### src/hw/rtl/itda_pkg.sv
// Package for the integer to decimal ASCII converter.
// Holds operand and digit widths, ASCII codes and the controller state type.
// No dependencies.
package itda_pkg;

  // Width of the input data field and of the operand that is actually used.
  localparam int VALUE_BITS_W = 64;
  localparam int VALUE_WIDTH  = 64;

  // Decimal digits needed for the largest operand: floor(W * log10(2)) + 1.
  localparam int NUM_DIGITS = (VALUE_WIDTH * 30103) / 100000 + 1;
  localparam int BCD_W      = 4 * NUM_DIGITS;

  // Counter widths: bit counter runs 0..VALUE_WIDTH-1, digit counter holds NUM_DIGITS.
  localparam int CNT_W = $clog2(VALUE_WIDTH);
  localparam int DIG_W = $clog2(NUM_DIGITS + 1);

  // Character codes.
  localparam logic [7:0] ASCII_ZERO  = 8'd48;
  localparam logic [7:0] ASCII_MINUS = 8'd45;

  // Controller states, one-hot.
  typedef enum logic [2:0] {
    ST_IDLE = 3'b001,
    ST_CONV = 3'b010,
    ST_EMIT = 3'b100
  } itda_state_e;

endpackage

### src/hw/rtl/integer_to_decimal_ascii_core.sv
// Integer to decimal ASCII converter, top level.
// Depends on itda_pkg for widths, character codes and the state type.
//
//   Channel   Dir   Payload                                  Marker
//   s_axis    in    tdata[63:0] value_bits, tuser is_signed  -
//   m_axis    out   tdata[7:0]  ascii_char                   tlast = last_char
//
// A number is handled in steps: the idle state takes the operand, then the
// shift-and-add-3 loop moves one operand bit per cycle into the BCD register,
// then the minus sign of a negative operand goes out, and then each of the NUM_DIGITS
// digits is skipped as a leading zero or sent. The input is ready only when idle.
// A stalled output holds its character and pauses the digit sequencer.
// Reset is asynchronous, active low, and clears the controller and output valid.
module integer_to_decimal_ascii_core
  import itda_pkg::*;
(
  input  logic                    clk_i,
  input  logic                    rst_ni,
  // Input stream: tdata = value_bits[63:0]; tuser = is_signed[0].
  input  logic                    s_axis_tvalid_i,
  output logic                    s_axis_tready_o,
  input  logic [VALUE_BITS_W-1:0] s_axis_tdata_i,
  input  logic [0:0]              s_axis_tuser_i,
  // Output stream: tdata = ascii_char[7:0]; tlast = last_char.
  output logic                    m_axis_tvalid_o,
  input  logic                    m_axis_tready_i,
  output logic [7:0]              m_axis_tdata_o,
  output logic                    m_axis_tlast_o
);

  itda_state_e            state_q, state_d;
  logic [VALUE_WIDTH-1:0] mag_q, mag_d;
  logic [BCD_W-1:0]       bcd_q, bcd_d;
  logic [BCD_W-1:0]       bcd_adj;
  logic [CNT_W-1:0]       bit_cnt_q, bit_cnt_d;
  logic [DIG_W-1:0]       dig_left_q, dig_left_d;
  logic                   minus_q, minus_d;
  logic                   lead_q, lead_d;
  logic                   m_valid_q, m_valid_d;
  logic [7:0]             m_data_q, m_data_d;
  logic                   m_last_q, m_last_d;

  logic                   in_xact;
  logic                   out_free;
  logic [VALUE_WIDTH-1:0] raw;
  logic                   neg;
  logic [3:0]             top_dig;

  assign s_axis_tready_o = (state_q == ST_IDLE);
  assign in_xact         = s_axis_tvalid_i && s_axis_tready_o;
  assign out_free        = !m_valid_q || m_axis_tready_i;

  // Operand sign and magnitude.
  assign raw = s_axis_tdata_i[VALUE_WIDTH-1:0];
  assign neg = s_axis_tuser_i[0] && raw[VALUE_WIDTH-1];

  // Add 3 to every BCD digit of 5 or more before the next shift.
  always_comb begin
    for (int i = 0; i < NUM_DIGITS; i++) begin
      if (bcd_q[4*i +: 4] >= 4'd5) begin
        bcd_adj[4*i +: 4] = bcd_q[4*i +: 4] + 4'd3;
      end else begin
        bcd_adj[4*i +: 4] = bcd_q[4*i +: 4];
      end
    end
  end

  assign top_dig = bcd_q[BCD_W-1 -: 4];

  // Controller and datapath next state.
  always_comb begin
    state_d    = state_q;
    mag_d      = mag_q;
    bcd_d      = bcd_q;
    bit_cnt_d  = bit_cnt_q;
    dig_left_d = dig_left_q;
    minus_d    = minus_q;
    lead_d     = lead_q;
    m_valid_d  = m_valid_q;
    m_data_d   = m_data_q;
    m_last_d   = m_last_q;

    // A taken output transaction frees the output register.
    if (m_valid_q && m_axis_tready_i) begin
      m_valid_d = 1'b0;
    end

    unique case (state_q)
      ST_IDLE: begin
        if (in_xact) begin
          mag_d      = neg ? (~raw + VALUE_WIDTH'(1)) : raw;
          minus_d    = neg;
          bcd_d      = '0;
          bit_cnt_d  = '0;
          dig_left_d = DIG_W'(NUM_DIGITS);
          lead_d     = 1'b1;
          state_d    = ST_CONV;
        end
      end
      ST_CONV: begin
        bcd_d     = {bcd_adj[BCD_W-2:0], mag_q[VALUE_WIDTH-1]};
        mag_d     = {mag_q[VALUE_WIDTH-2:0], 1'b0};
        bit_cnt_d = bit_cnt_q + CNT_W'(1);
        if (bit_cnt_q == CNT_W'(VALUE_WIDTH - 1)) begin
          state_d = ST_EMIT;
        end
      end
      ST_EMIT: begin
        if (minus_q) begin
          // The sign goes out before any digit.
          if (out_free) begin
            m_valid_d = 1'b1;
            m_data_d  = ASCII_MINUS;
            m_last_d  = 1'b0;
            minus_d   = 1'b0;
          end
        end else if (lead_q && top_dig == 4'd0 && dig_left_q != DIG_W'(1)) begin
          // Drop a leading zero; the final digit is always sent.
          bcd_d      = {bcd_q[BCD_W-5:0], 4'b0};
          dig_left_d = dig_left_q - DIG_W'(1);
        end else if (out_free) begin
          m_valid_d  = 1'b1;
          m_data_d   = ASCII_ZERO + {4'b0, top_dig};
          m_last_d   = (dig_left_q == DIG_W'(1));
          lead_d     = 1'b0;
          bcd_d      = {bcd_q[BCD_W-5:0], 4'b0};
          dig_left_d = dig_left_q - DIG_W'(1);
          if (dig_left_q == DIG_W'(1)) begin
            state_d = ST_IDLE;
          end
        end
      end
      default: begin
        state_d = ST_IDLE;
      end
    endcase
  end

  // Control registers.
  always_ff @(posedge clk_i or negedge rst_ni) begin
    if (!rst_ni) begin
      state_q    <= ST_IDLE;
      bit_cnt_q  <= '0;
      dig_left_q <= '0;
      minus_q    <= 1'b0;
      lead_q     <= 1'b0;
      m_valid_q  <= 1'b0;
    end else begin
      state_q    <= state_d;
      bit_cnt_q  <= bit_cnt_d;
      dig_left_q <= dig_left_d;
      minus_q    <= minus_d;
      lead_q     <= lead_d;
      m_valid_q  <= m_valid_d;
    end
  end

  // Payload registers.
  always_ff @(posedge clk_i) begin
    mag_q    <= mag_d;
    bcd_q    <= bcd_d;
    m_data_q <= m_data_d;
    m_last_q <= m_last_d;
  end

  assign m_axis_tvalid_o = m_valid_q;
  assign m_axis_tdata_o  = m_data_q;
  assign m_axis_tlast_o  = m_last_q;

  // An accepted number starts the conversion at bit zero.
  a_start_conv: assert property (@(posedge clk_i) disable iff (!rst_ni)
    in_xact |=> (state_q == ST_CONV) && (bit_cnt_q == '0))
    else $error("conversion did not start after input transaction");

  // The digit sequencer never runs with no digits left.
  a_digits_left: assert property (@(posedge clk_i) disable iff (!rst_ni)
    (state_q == ST_EMIT) |-> (dig_left_q != '0))
    else $error("digit sequencer ran past the last digit");

  // A pending character that is not the last one belongs to a number still in work.
  a_nonlast_in_emit: assert property (@(posedge clk_i) disable iff (!rst_ni)
    (m_valid_q && !m_last_q) |-> (state_q == ST_EMIT))
    else $error("non-final character pending outside digit output");

  // Every character is a minus sign or a decimal digit.
  a_char_code: assert property (@(posedge clk_i) disable iff (!rst_ni)
    m_valid_q |-> ((m_data_q == ASCII_MINUS) ||
                   ((m_data_q >= ASCII_ZERO) && (m_data_q <= ASCII_ZERO + 8'd9))))
    else $error("output character is not a digit or minus sign");

endmodule
### config.mk
export PLATFORM = sky130hd
export DESIGN_NAME = integer_to_decimal_ascii_core
export DESIGN_NICKNAME = d
export VERILOG_FILES = /design/src/hw/rtl/itda_pkg.sv /design/src/hw/rtl/integer_to_decimal_ascii_core.sv
export SDC_FILE = /design/constraint.sdc
export NUM_CORES = 1
export LEC_CHECK = 0
export ABC_AREA = 1
export CORE_UTILIZATION = 50
export DETAILED_ROUTE_END_ITERATION = 16
export DONT_BUFFER_PORTS = 1
export HOLD_SLACK_MARGIN = 0.12
export PLACE_DENSITY = 0.73
export SYNTH_ARGS = -nofsm -noshare
export SYNTH_HDL_FRONTEND = slang
export SYNTH_SLANG_ARGS = --single-unit
### constraint.sdc
create_clock -name clk_i -period 10.3 [get_ports clk_i]
set_input_delay 0.515 -clock clk_i [delete_from_list [all_inputs] [get_ports clk_i]]
set_output_delay 0.515 -clock clk_i [all_outputs]
set_load 0.02 [all_outputs]
# [After elaboration in Yosys (flattened, before gate mapping)]
# Index checks and enable logic that the tools add are counted.
# W data, S select, Z words.
[totals] regBits=170 elab_cells=150 out_inout_bits=11 input_bits=69
[op_classes] n_reduce_logical=18 order_cmp=20 mux=63 eq_ne=14 add_sub_neg=24 n_bitwise=1
[ops] cell="$mux W80" n=4
[ops] cell="$pmux W80 S3" n=1
[ops] cell="$mux W64" n=2
[ops] cell="$pmux W64 S2" n=1
[ops] cell="$ge A4 B3 Y1 const B" n=20
[ops] cell="$add A4 B2 Y4 const B" n=19
[ops] cell="$mux W4" n=19
[ops] cell="$add A64 B1 Y64 const B" n=1
[ops] cell="$not A64 Y64" n=1
[ops] cell="$mux W8" n=4
[ops] cell="$mux W3" n=7
[ops] cell="$mux W5" n=4
[ops] cell="$mux W1" n=15
[ops] cell="$ne A2 B2 Y1 const B" n=6
[ops] cell="$pmux W6 S2" n=1
[ops] cell="$pmux W5 S2" n=1
[ops] cell="$pmux W3 S3" n=1
[ops] cell="$reduce_and A4 Y1" n=2
[ops] cell="$add A6 B4 Y7 const A" n=1
[ops] cell="$add A6 B1 Y6 const B" n=1
[ops] cell="$eq A6 B6 Y1 const B" n=1
[ops] cell="$mux W6" n=1
[ops] cell="$reduce_and A6 Y1" n=1
[ops] cell="$eq A5 B1 Y1 const B" n=1
[ops] cell="other kinds (18)" n=25

# [Depth between registers and ports, before layout]
# Gate-level depths: netlist of the first run.
[depth] word_depth=6 ltp_mapped=12 ltp_nobuf=12

# [Worst setup path after synthesis of the first run]
# Ideal clock, no wire load.
[synth_path] path_type="register to register" startpoint="reg state_q[2]" endpoint="reg bcd_q[0] (enable)" required_ns=9.734 stages_incl_launch_ff=5 arrival_time_ns=5.445 setup_slack_ns=4.290 cell_sequence="dfrtp_1 -> nor3_4 -> inv_2 -> clkbuf_1 -> a31oi_1"
[synth_via] elab_chain_len=4 word_cells_on_any_way=9 cone_classes="eq/ne: 6; reduce/logical: 3"
[synth_lines] item="start: declaration" line="integer_to_decimal_ascii_core.sv:31" text="itda_state_e state_q, state_d;"
[synth_lines] item="start signal: assignment" line="integer_to_decimal_ascii_core.sv:149" text="state_q <= state_d;"
[synth_lines] item="$eq A3 B1 Y1" line="integer_to_decimal_ascii_core.sv:49, integer_to_decimal_ascii_core.sv:88"
[synth_lines] item="$logic_and A1 B1 Y1" line="integer_to_decimal_ascii_core.sv:50" text="assign in_xact = s_axis_tvalid_i && s_axis_tready_o;"
[synth_lines] item="$ne A2 B1 Y1 (no line)"
[synth_lines] item="$reduce_and A4 Y1 (no line) *"
[synth_lines] item="end signal: assignment" line="integer_to_decimal_ascii_core.sv:161" text="bcd_q <= bcd_d;"
[synth_lines] item="end: declaration" line="integer_to_decimal_ascii_core.sv:33" text="logic [BCD_W-1:0] bcd_q, bcd_d;"
# Mark *: on every way between the ends. The rest lies on a longest branch, timed or not.
# A chain may end at the register's enable or synchronous reset.

# [Worst setup path after layout of the first run]
[layout_path] startpoint="reg state_q[0]" endpoint="reg bcd_q[10] (enable)"
# The elaborated chain is that of the path after synthesis.

==> results of run 1 <==
power by group through the flow:
| stage | clock network, mW | registers (mW) | logic [mW] |
|---|---|---|---|
| after floorplan | 0 | 1.41 | 1.02 |
| after global placement | 0 | 1.40 | 1.26 |
| after detailed placement | 0 | 1.41 | 1.30 |
| after CTS | 0.645 | 1.40 | 1.30 |
| after global routing | 0.666 | 1.44 | 1.50 |
| final | 0.633 | 1.40 | 1.30 |
worst max-delay path, stage by stage (launching register included):
cell     delay [ns]
dfstp_2        0.56
inv_1          0.10
nand3_4        0.58
inv_2          0.19
nand2_1        0.10
nand2_1        0.07
inv_2          0.07
nand2_1        0.08
a31oi_4        0.13
buf_4          0.78
cells in the mapped netlist, drive strengths merged:
master,n,share of area
nand2,367,0.13
nor2,166,0.060
inv,158,0.054
o21ai,151,0.069
edfxtp,150,0.41
nand3,137,0.064
ha,45,0.052
xor2,29,0.023
buf,28,0.014
o22ai,27,0.015
or2,22,0.013
a21oi,16,0.0073
dfrtp,16,0.037
o32ai,16,0.013
clkbuf,14,0.0048
nand4,14,0.0080
xnor2,10,0.0080
nand3b,6,0.0041
o211ai,5,0.0034
nor3,3,0.0034
a31oi,2,0.0011
conb,2,0.00069
a211oi,1,0.00069
a32o,1,0.00092
dfstp,1,0.0024
mux2i,1,0.00092
o31ai,1,0.00069
flip-flops by register name (all words and copies together) (netlist names):
register,cells
bcd_q,80
mag_q,64
bit_cnt_q,6
dig_left_q,5
m_axis_tdata_o,5
state_q,3
lead_q,1
m_axis_tlast_o,1
m_axis_tvalid_o,1
minus_q,1
worst paths after layout:
path / start / to / slack, ns / cells after the start
hold reg to reg: lead_q / lead_q / 0.49 / 2
min in group asynchronous: rst_ni / m_axis_tvalid_o / 0.60 / 1
setup / recovery: state_q[0] / bcd_q[10] / 7.14 / 9
hold / removal: s_axis_tvalid_i / state_q[0] / 0.28 / 3
setup reg to reg: state_q[0] / bcd_q[10] / 7.14 / 9
max in group asynchronous: rst_ni / minus_q / 9.21 / 1
timing repair:
action	4_1_cts	5_1_grt
hold buffers	1	0
hold endpoints to repair	17	0
endpoints found under the setup margin	0	0
cell type report:
cell class | count | area [um^2] | share of cell area
clock buffer | 22 | 496.7 | 0.04244
clock inverter | 10 | 80.08 | 0.006841
inverter | 158 | 593.1 | 0.05067
multi-input combinational | 1023 | 5213 | 0.4453
sequential | 167 | 4931 | 0.4213
tap | 275 | 344.1 | 0.02940
timing repair buffer | 6 | 47.55 | 0.004062
through the flow:
step | total power [mW] | instances | utilization | setup WS [ns]
2_1_floorplan | 2.426 | 1390 | - | 4.290
3_3_place_gp | 2.662 | 1628 | 0.5239 | 7.185
3_5_place_dp | 2.711 | 1628 | 0.5239 | 7.142
4_1_cts | 3.354 | 1661 | 0.5516 | 7.134
5_1_grt | 3.610 | 1661 | 0.5516 | 6.903
6_report | 3.336 | 1661 | 0.5516 | 7.145
cells by family (layout without fill, tap and decap cells):
| group | Yosys count | after routing | synth area share |
|---|---|---|---|
| AOI/OAI and AO/OA | 220 | 220 | 0.1117 |
| xor gates and xnor gates | 39 | 39 | 0.03129 |
| adders and majority gates | 45 | 45 | 0.05158 |
| buffers and inverters | 200 | 196 | 0.07278 |
| DFF | 167 | 167 | 0.4517 |
| muxes | 1 | 1 | 0.0009169 |
| other | 2 | 3 | 0.0006879 |
| and+or+nand+nor | 715 | 715 | 0.2793 |
cells in the final DEF, fill, tap and decap left out, types with 2 or more instances in the layout:
master	n
nand3_1	135
nor3_4	2
nand2_1	362
xnor2_1	10
conb_1	3
ha_1	45
or2_2	19
xor2_1	29
o21ai_1	8
edfxtp_1	150
nand3b_1	6
or2_0	3
clkbuf_16	19
nand2_2	5
o32ai_1	16
nor2_2	5
buf_4	5
a21oi_1	16
inv_6	5
nor2_1	159
dfrtp_1	16
o21ai_0	143
o211ai_1	5
o22ai_1	27
inv_2	6
inv_1	152
clkbuf_1	2
nand4_1	14
nor2_4	2
routing by layer:
layer | up-vias | routed length, um | share of wire | track usage
met2 | 324 | 11290 | 0.45 | 0.3544
met3 | 38 | 2273 | 0.090 | 0.06616
met1 | 4235 | 11100 | 0.44 | 0.3121
met4 | 0 | 523 | 0.021 | 0.08838
met5 | - | 0 | 0 | 0
li1 | 4619 | - | - | -
==> impl_results.md, run 1 <==
- Comb power frac: 0.389
- Avg Vias per Cell: around 5.5
- Initial drt markers: 880
- Post-cts resize count: 0
- Clk_lat worst skew: between 0.4 and 0.5 ns
- Clk_skew: 0.01081 ns
- Fin crit period: about 3.2 ns
- Clock share of power: 0.190
- Wirelength per Cell: ~15 um
- Fmax: 317.0 MHz
- Via count: between 9000 and 10000
- Vias in the first global route: about 8600
- First-pass GRT wire length: 41.22 mm
- Sink Count: roughly 170
- Mapped Avg Cell Area: 7.859 um^2
- CP max FO: 81
- Yosys warning count: 0
- Critical path class: reg -> reg
- Grt total ovfl: 0
- Data arrival time of the worst path: 3.21 ns
- Psw: 1.364 mW
- Sequential share of power: 0.421
- GPL Wtd Cong: 0.9420
- Slew margin rel.: 0.3159
- CP required: about 10 ns
- Die X: 149.8 um
- Internal: just under 2 mW
- Worst-case clock buffer depth: 2
- TritonCTS clock tree: built
- IO Port Bufs: 0
- Antenna Cells: 0
- Sw frac: 0.4089
- Max-cap violations: 0
- All-Layer GR Usage: 0.2325
- TNS Setup: 0 ns
- Critical Path Start Type: register
- HPWL after DPL: 17.55 mm
- Root buf cell: clkbuf_16
- Number of I/O pins: 80
- Post-route DRC: 0
- Starting density of the core: 0.5144
- Worst Max-Slew Pin Slew: slightly above 1 ns
- Crit end category: register
- Final Hold Viols: 0
- Cell Area, Synth: around 11000 um^2
- Sequential area share after synthesis: 0.4517
- Dpl cell area: about 11000 um^2
- Leak: 4.803 nW
- Period utilization: 0.3063
- Seq cells post-synth: between 150 and 200
- Core Footprint: ~21000 um^2
- Wirelength, routed: 25.18 mm
- Worst min-delay path category: in -> reg
- VDD IR max: between 0.0002 and 0.00025 V
- Hold_ws: about 0.28 ns
- Post-CTS Setup Inserts: 0
- Pwr/cell area: approximately 290 nW/um^2
- Largest net degree at the start of global routing: 87
- Final setup fails: 0
- Htree depth: 4
- Die area: roughly 22000 um^2
- Yosys cell types: 38
- ANT nets after route: 0
- Initial antenna violation count: 0
- Post-Syn Instances: roughly 1400
- Synth-to-layout area growth: 7.221%
- Count of standard-cell rows: 53
- Detailed Routing Iterations Pass 1: 6
- Share of layout cells above drive strength 1: 0.05556
- Slew Limit Fails: 0
- Layout net count: between 1000 and 1500
- Clock slew at reported path FFs: about 0.07 ns
- RSZ-0062 raised after global routing: false
- Die height: around 150 um
- Layout filler cell count: about 2000
- Cts bufs inserted: 17
- Status: finished, final reports clean
- Finished Cell Area: around 12000 um^2
No activity file was read; power rests on OpenSTA's default activity.
==> inputs of run 2 (changes only) <==
==> constraint.sdc (replaced) <==
create_clock -name clk_i -period 3.05 [get_ports clk_i]
set_input_delay 0.1525 -clock clk_i [delete_from_list [all_inputs] [get_ports clk_i]]
set_output_delay 0.1525 -clock clk_i [all_outputs]
set_load 0.02 [all_outputs]
==> impl_results.md, run 2 (synthesis gave the netlist of run 1 again) <==
- Status: finished, final reports clean
- CP max FO: 5
- Worst setup margin: 0.6607 ns
- CP max stage cell: dlygate4sd3_1
- Die X: around 150 um
- Layout net count: about 1600
- IO Port Bufs: 0
- Clk_lat worst skew: 0.43 ns
- TNS Setup: 0 ns
- Worst-case clock buffer depth: 2
- Final cell count without fillers: about 1700
- Met2 GRT Util: 0.3970
- Most used cell, CP: nand2_1
- Hold-fix buffers, CTS: between 60 and 70
- Fmax: approximately 420 MHz
- Critical Path Start Type: input port
- Critical path class: in -> reg
- Leak: 5.102 nW
- Clock share of power: 0.185
- Grt total ovfl: 0
- Placed insts: between 1500 and 2000
- Number of I/O pins: 80
- Die area: approximately 22000 um^2
- Htree depth: 4
- Slew Limit Fails: 0
- Via count: around 9700
- ANT nets after route: 0
- Internal: between 6 and 7 mW
- Max-cap violations: 0
- Biggest regs: bcd_q (80), mag_q (64), bit_cnt_q (6)
- Internal reg-to-reg setup slack: roughly 0.68 ns
- Starting density of the core: 0.5144
- Final Hold Viols: 0
- GPL Wtd Cong: around 0.94
- HPWL after DPL: approximately 18 mm
- Met3 Usage GRT: 0.05000
- RSZ-0062 raised after global routing: false
- Final setup fails: 0
- Sequential share of power: 0.413
- GRT busiest layer: met2
- CP required: 3.34 ns
- Pwr/cell area: 920.0 nW/um^2
- Core Footprint: roughly 21000 um^2
- VDD IR max: 0.0006931 V
- Worst min-delay path category: in -> reg
- Sw frac: 0.4098
- Initial antenna violation count: 0
- Hold_ws: around 0.18 ns
- Slew margin rel.: 0.4941
- Detailed Routing Iterations Pass 1: 6
- GR Layer Usage met1: 0.3434
- Crit-path cells: dlygate4sd3_1, inv_1, nand2_1, nor2_4, nand2_1, nor2_1, nand2_1, o21ai_0, nand3_1, dlygate4sd3_1, nand2_1
- Sink Count: ~170
- Clock slew at reported path FFs: approximately 0.060 ns
- All-Layer GR Usage: 0.2517
- Most common cell after layout, fill and taps aside: nand2_1
- Count of standard-cell rows: 53
- Vias in the first global route: around 9300
- Critical Path Max Stage Delay: approximately 0.58 ns
- Max FFs per register: 80
- Antenna Cells: 0
- Data arrival time of the worst path: 2.68 ns
- Wirelength, routed: between 20 and 30 mm
- Initial drt markers: 883
- Share of layout cells above drive strength 1: 0.05498
- TritonCTS clock tree: built
- Post-place setup slack: approximately 0.75 ns
- Clk_skew: approximately 0.015 ns
- Psw: ~4.7 mW
- Worst Max-Slew Pin Slew: roughly 0.76 ns
- First-pass GRT wire length: ~45 mm
- Fin crit period: around 2.4 ns
- Top reg by flops: bcd_q
- Comb power frac: 0.403
- Commonest non-fill, non-tap cells in the layout: 362 x nand2_1, 159 x nor2_1, 152 x inv_1
- Period utilization: 0.7834
- Synth-to-layout area growth: 13.87%
- Post-route DRC: 0
- Root buf cell: clkbuf_16
- Wirelength per Cell: approximately 16 um
- Avg Vias per Cell: 5.581
- Post-cts resize count: 0
- Cts bufs inserted: 17
- Largest net degree at the start of global routing: between 100 and 150
- Post-CTS Setup Inserts: 0
- Die height: between 100 and 150 um
- Crit end category: register
## run 2: cell count changes in the layout (fill, tap and decap cells not counted)
cell,before,now
clkbuf_1,2,1
buf_4,5,3
inv_6,5,3
clkbuf_16,19,17
clkinv_2,1,2
bufinv_16,0,1
dlygate4sd3_1,1,68
clkinv_4,1,4
buf_12,0,4
## run 2: metal layers
metal / wire length, um / up-vias / share of wire
met5: 0 / - / 0
met4: 615 / 0 / 0.023
met3: 2127 / 50 / 0.079
met2: 12520 / 378 / 0.46
met1: 11790 / 4468 / 0.44
li1: - / 4759 / -
## run 2: critical path, delay by kind of cell
family                 cells  cell delay, ns
buffers and inverters      3            1.28
and+or+nand+nor            7            1.01
AOI/OAI and AO/OA          1            0.24
## run 2: cell type report
| class | instances | area, um^2 |
|---|---|---|
| multi-input cells | 1023 | 5213 |
| flip-flops and latches | 167 | 4931 |
| clock buffers | 19 | 442.9 |
| inverters | 158 | 593.1 |
| well taps | 275 | 344.1 |
| clock inverters | 13 | 123.9 |
| repair buffers | 75 | 783.3 |
| fillers | 1903 | 8790 |
## run 2: power groups by stage
stage	Clock [mW]	Sequential, mW	Combinational [mW]
CTS	2.14	4.72	4.62
finish	2.11	4.72	4.60
floorplan	0	4.64	3.46
global route	2.22	4.84	5.30
detailed placement	0	4.74	4.50
global placement	0	4.72	4.35
## run 2: per-stage QoR
stage / utilization / cell area [um^2] / total power, mW
global placement: 0.5270 / 11180 / 9.069
global route: 0.5858 / 12430 / 12.37
CTS: 0.5858 / 12430 / 11.49
floorplan: - / 10940 / 8.106
detailed placement: 0.5270 / 11180 / 9.244
finish: 0.5858 / 12430 / 11.44
## run 2: path summary, 6_finish.rpt
check | from | end | depth (start not counted)
worst max-delay path | s_axis_tdata_i[0] | mag_q[63] | 11
worst min-delay path | s_axis_tdata_i[1] | mag_q[1] | 4
worst max register to register | state_q[2] | mag_q[63] | 6
worst min register to register | bit_cnt_q[5] | bit_cnt_q[5] | 1
max in group asynchronous | rst_ni | minus_q | 1
min in group asynchronous | rst_ni | m_axis_tvalid_o | 1
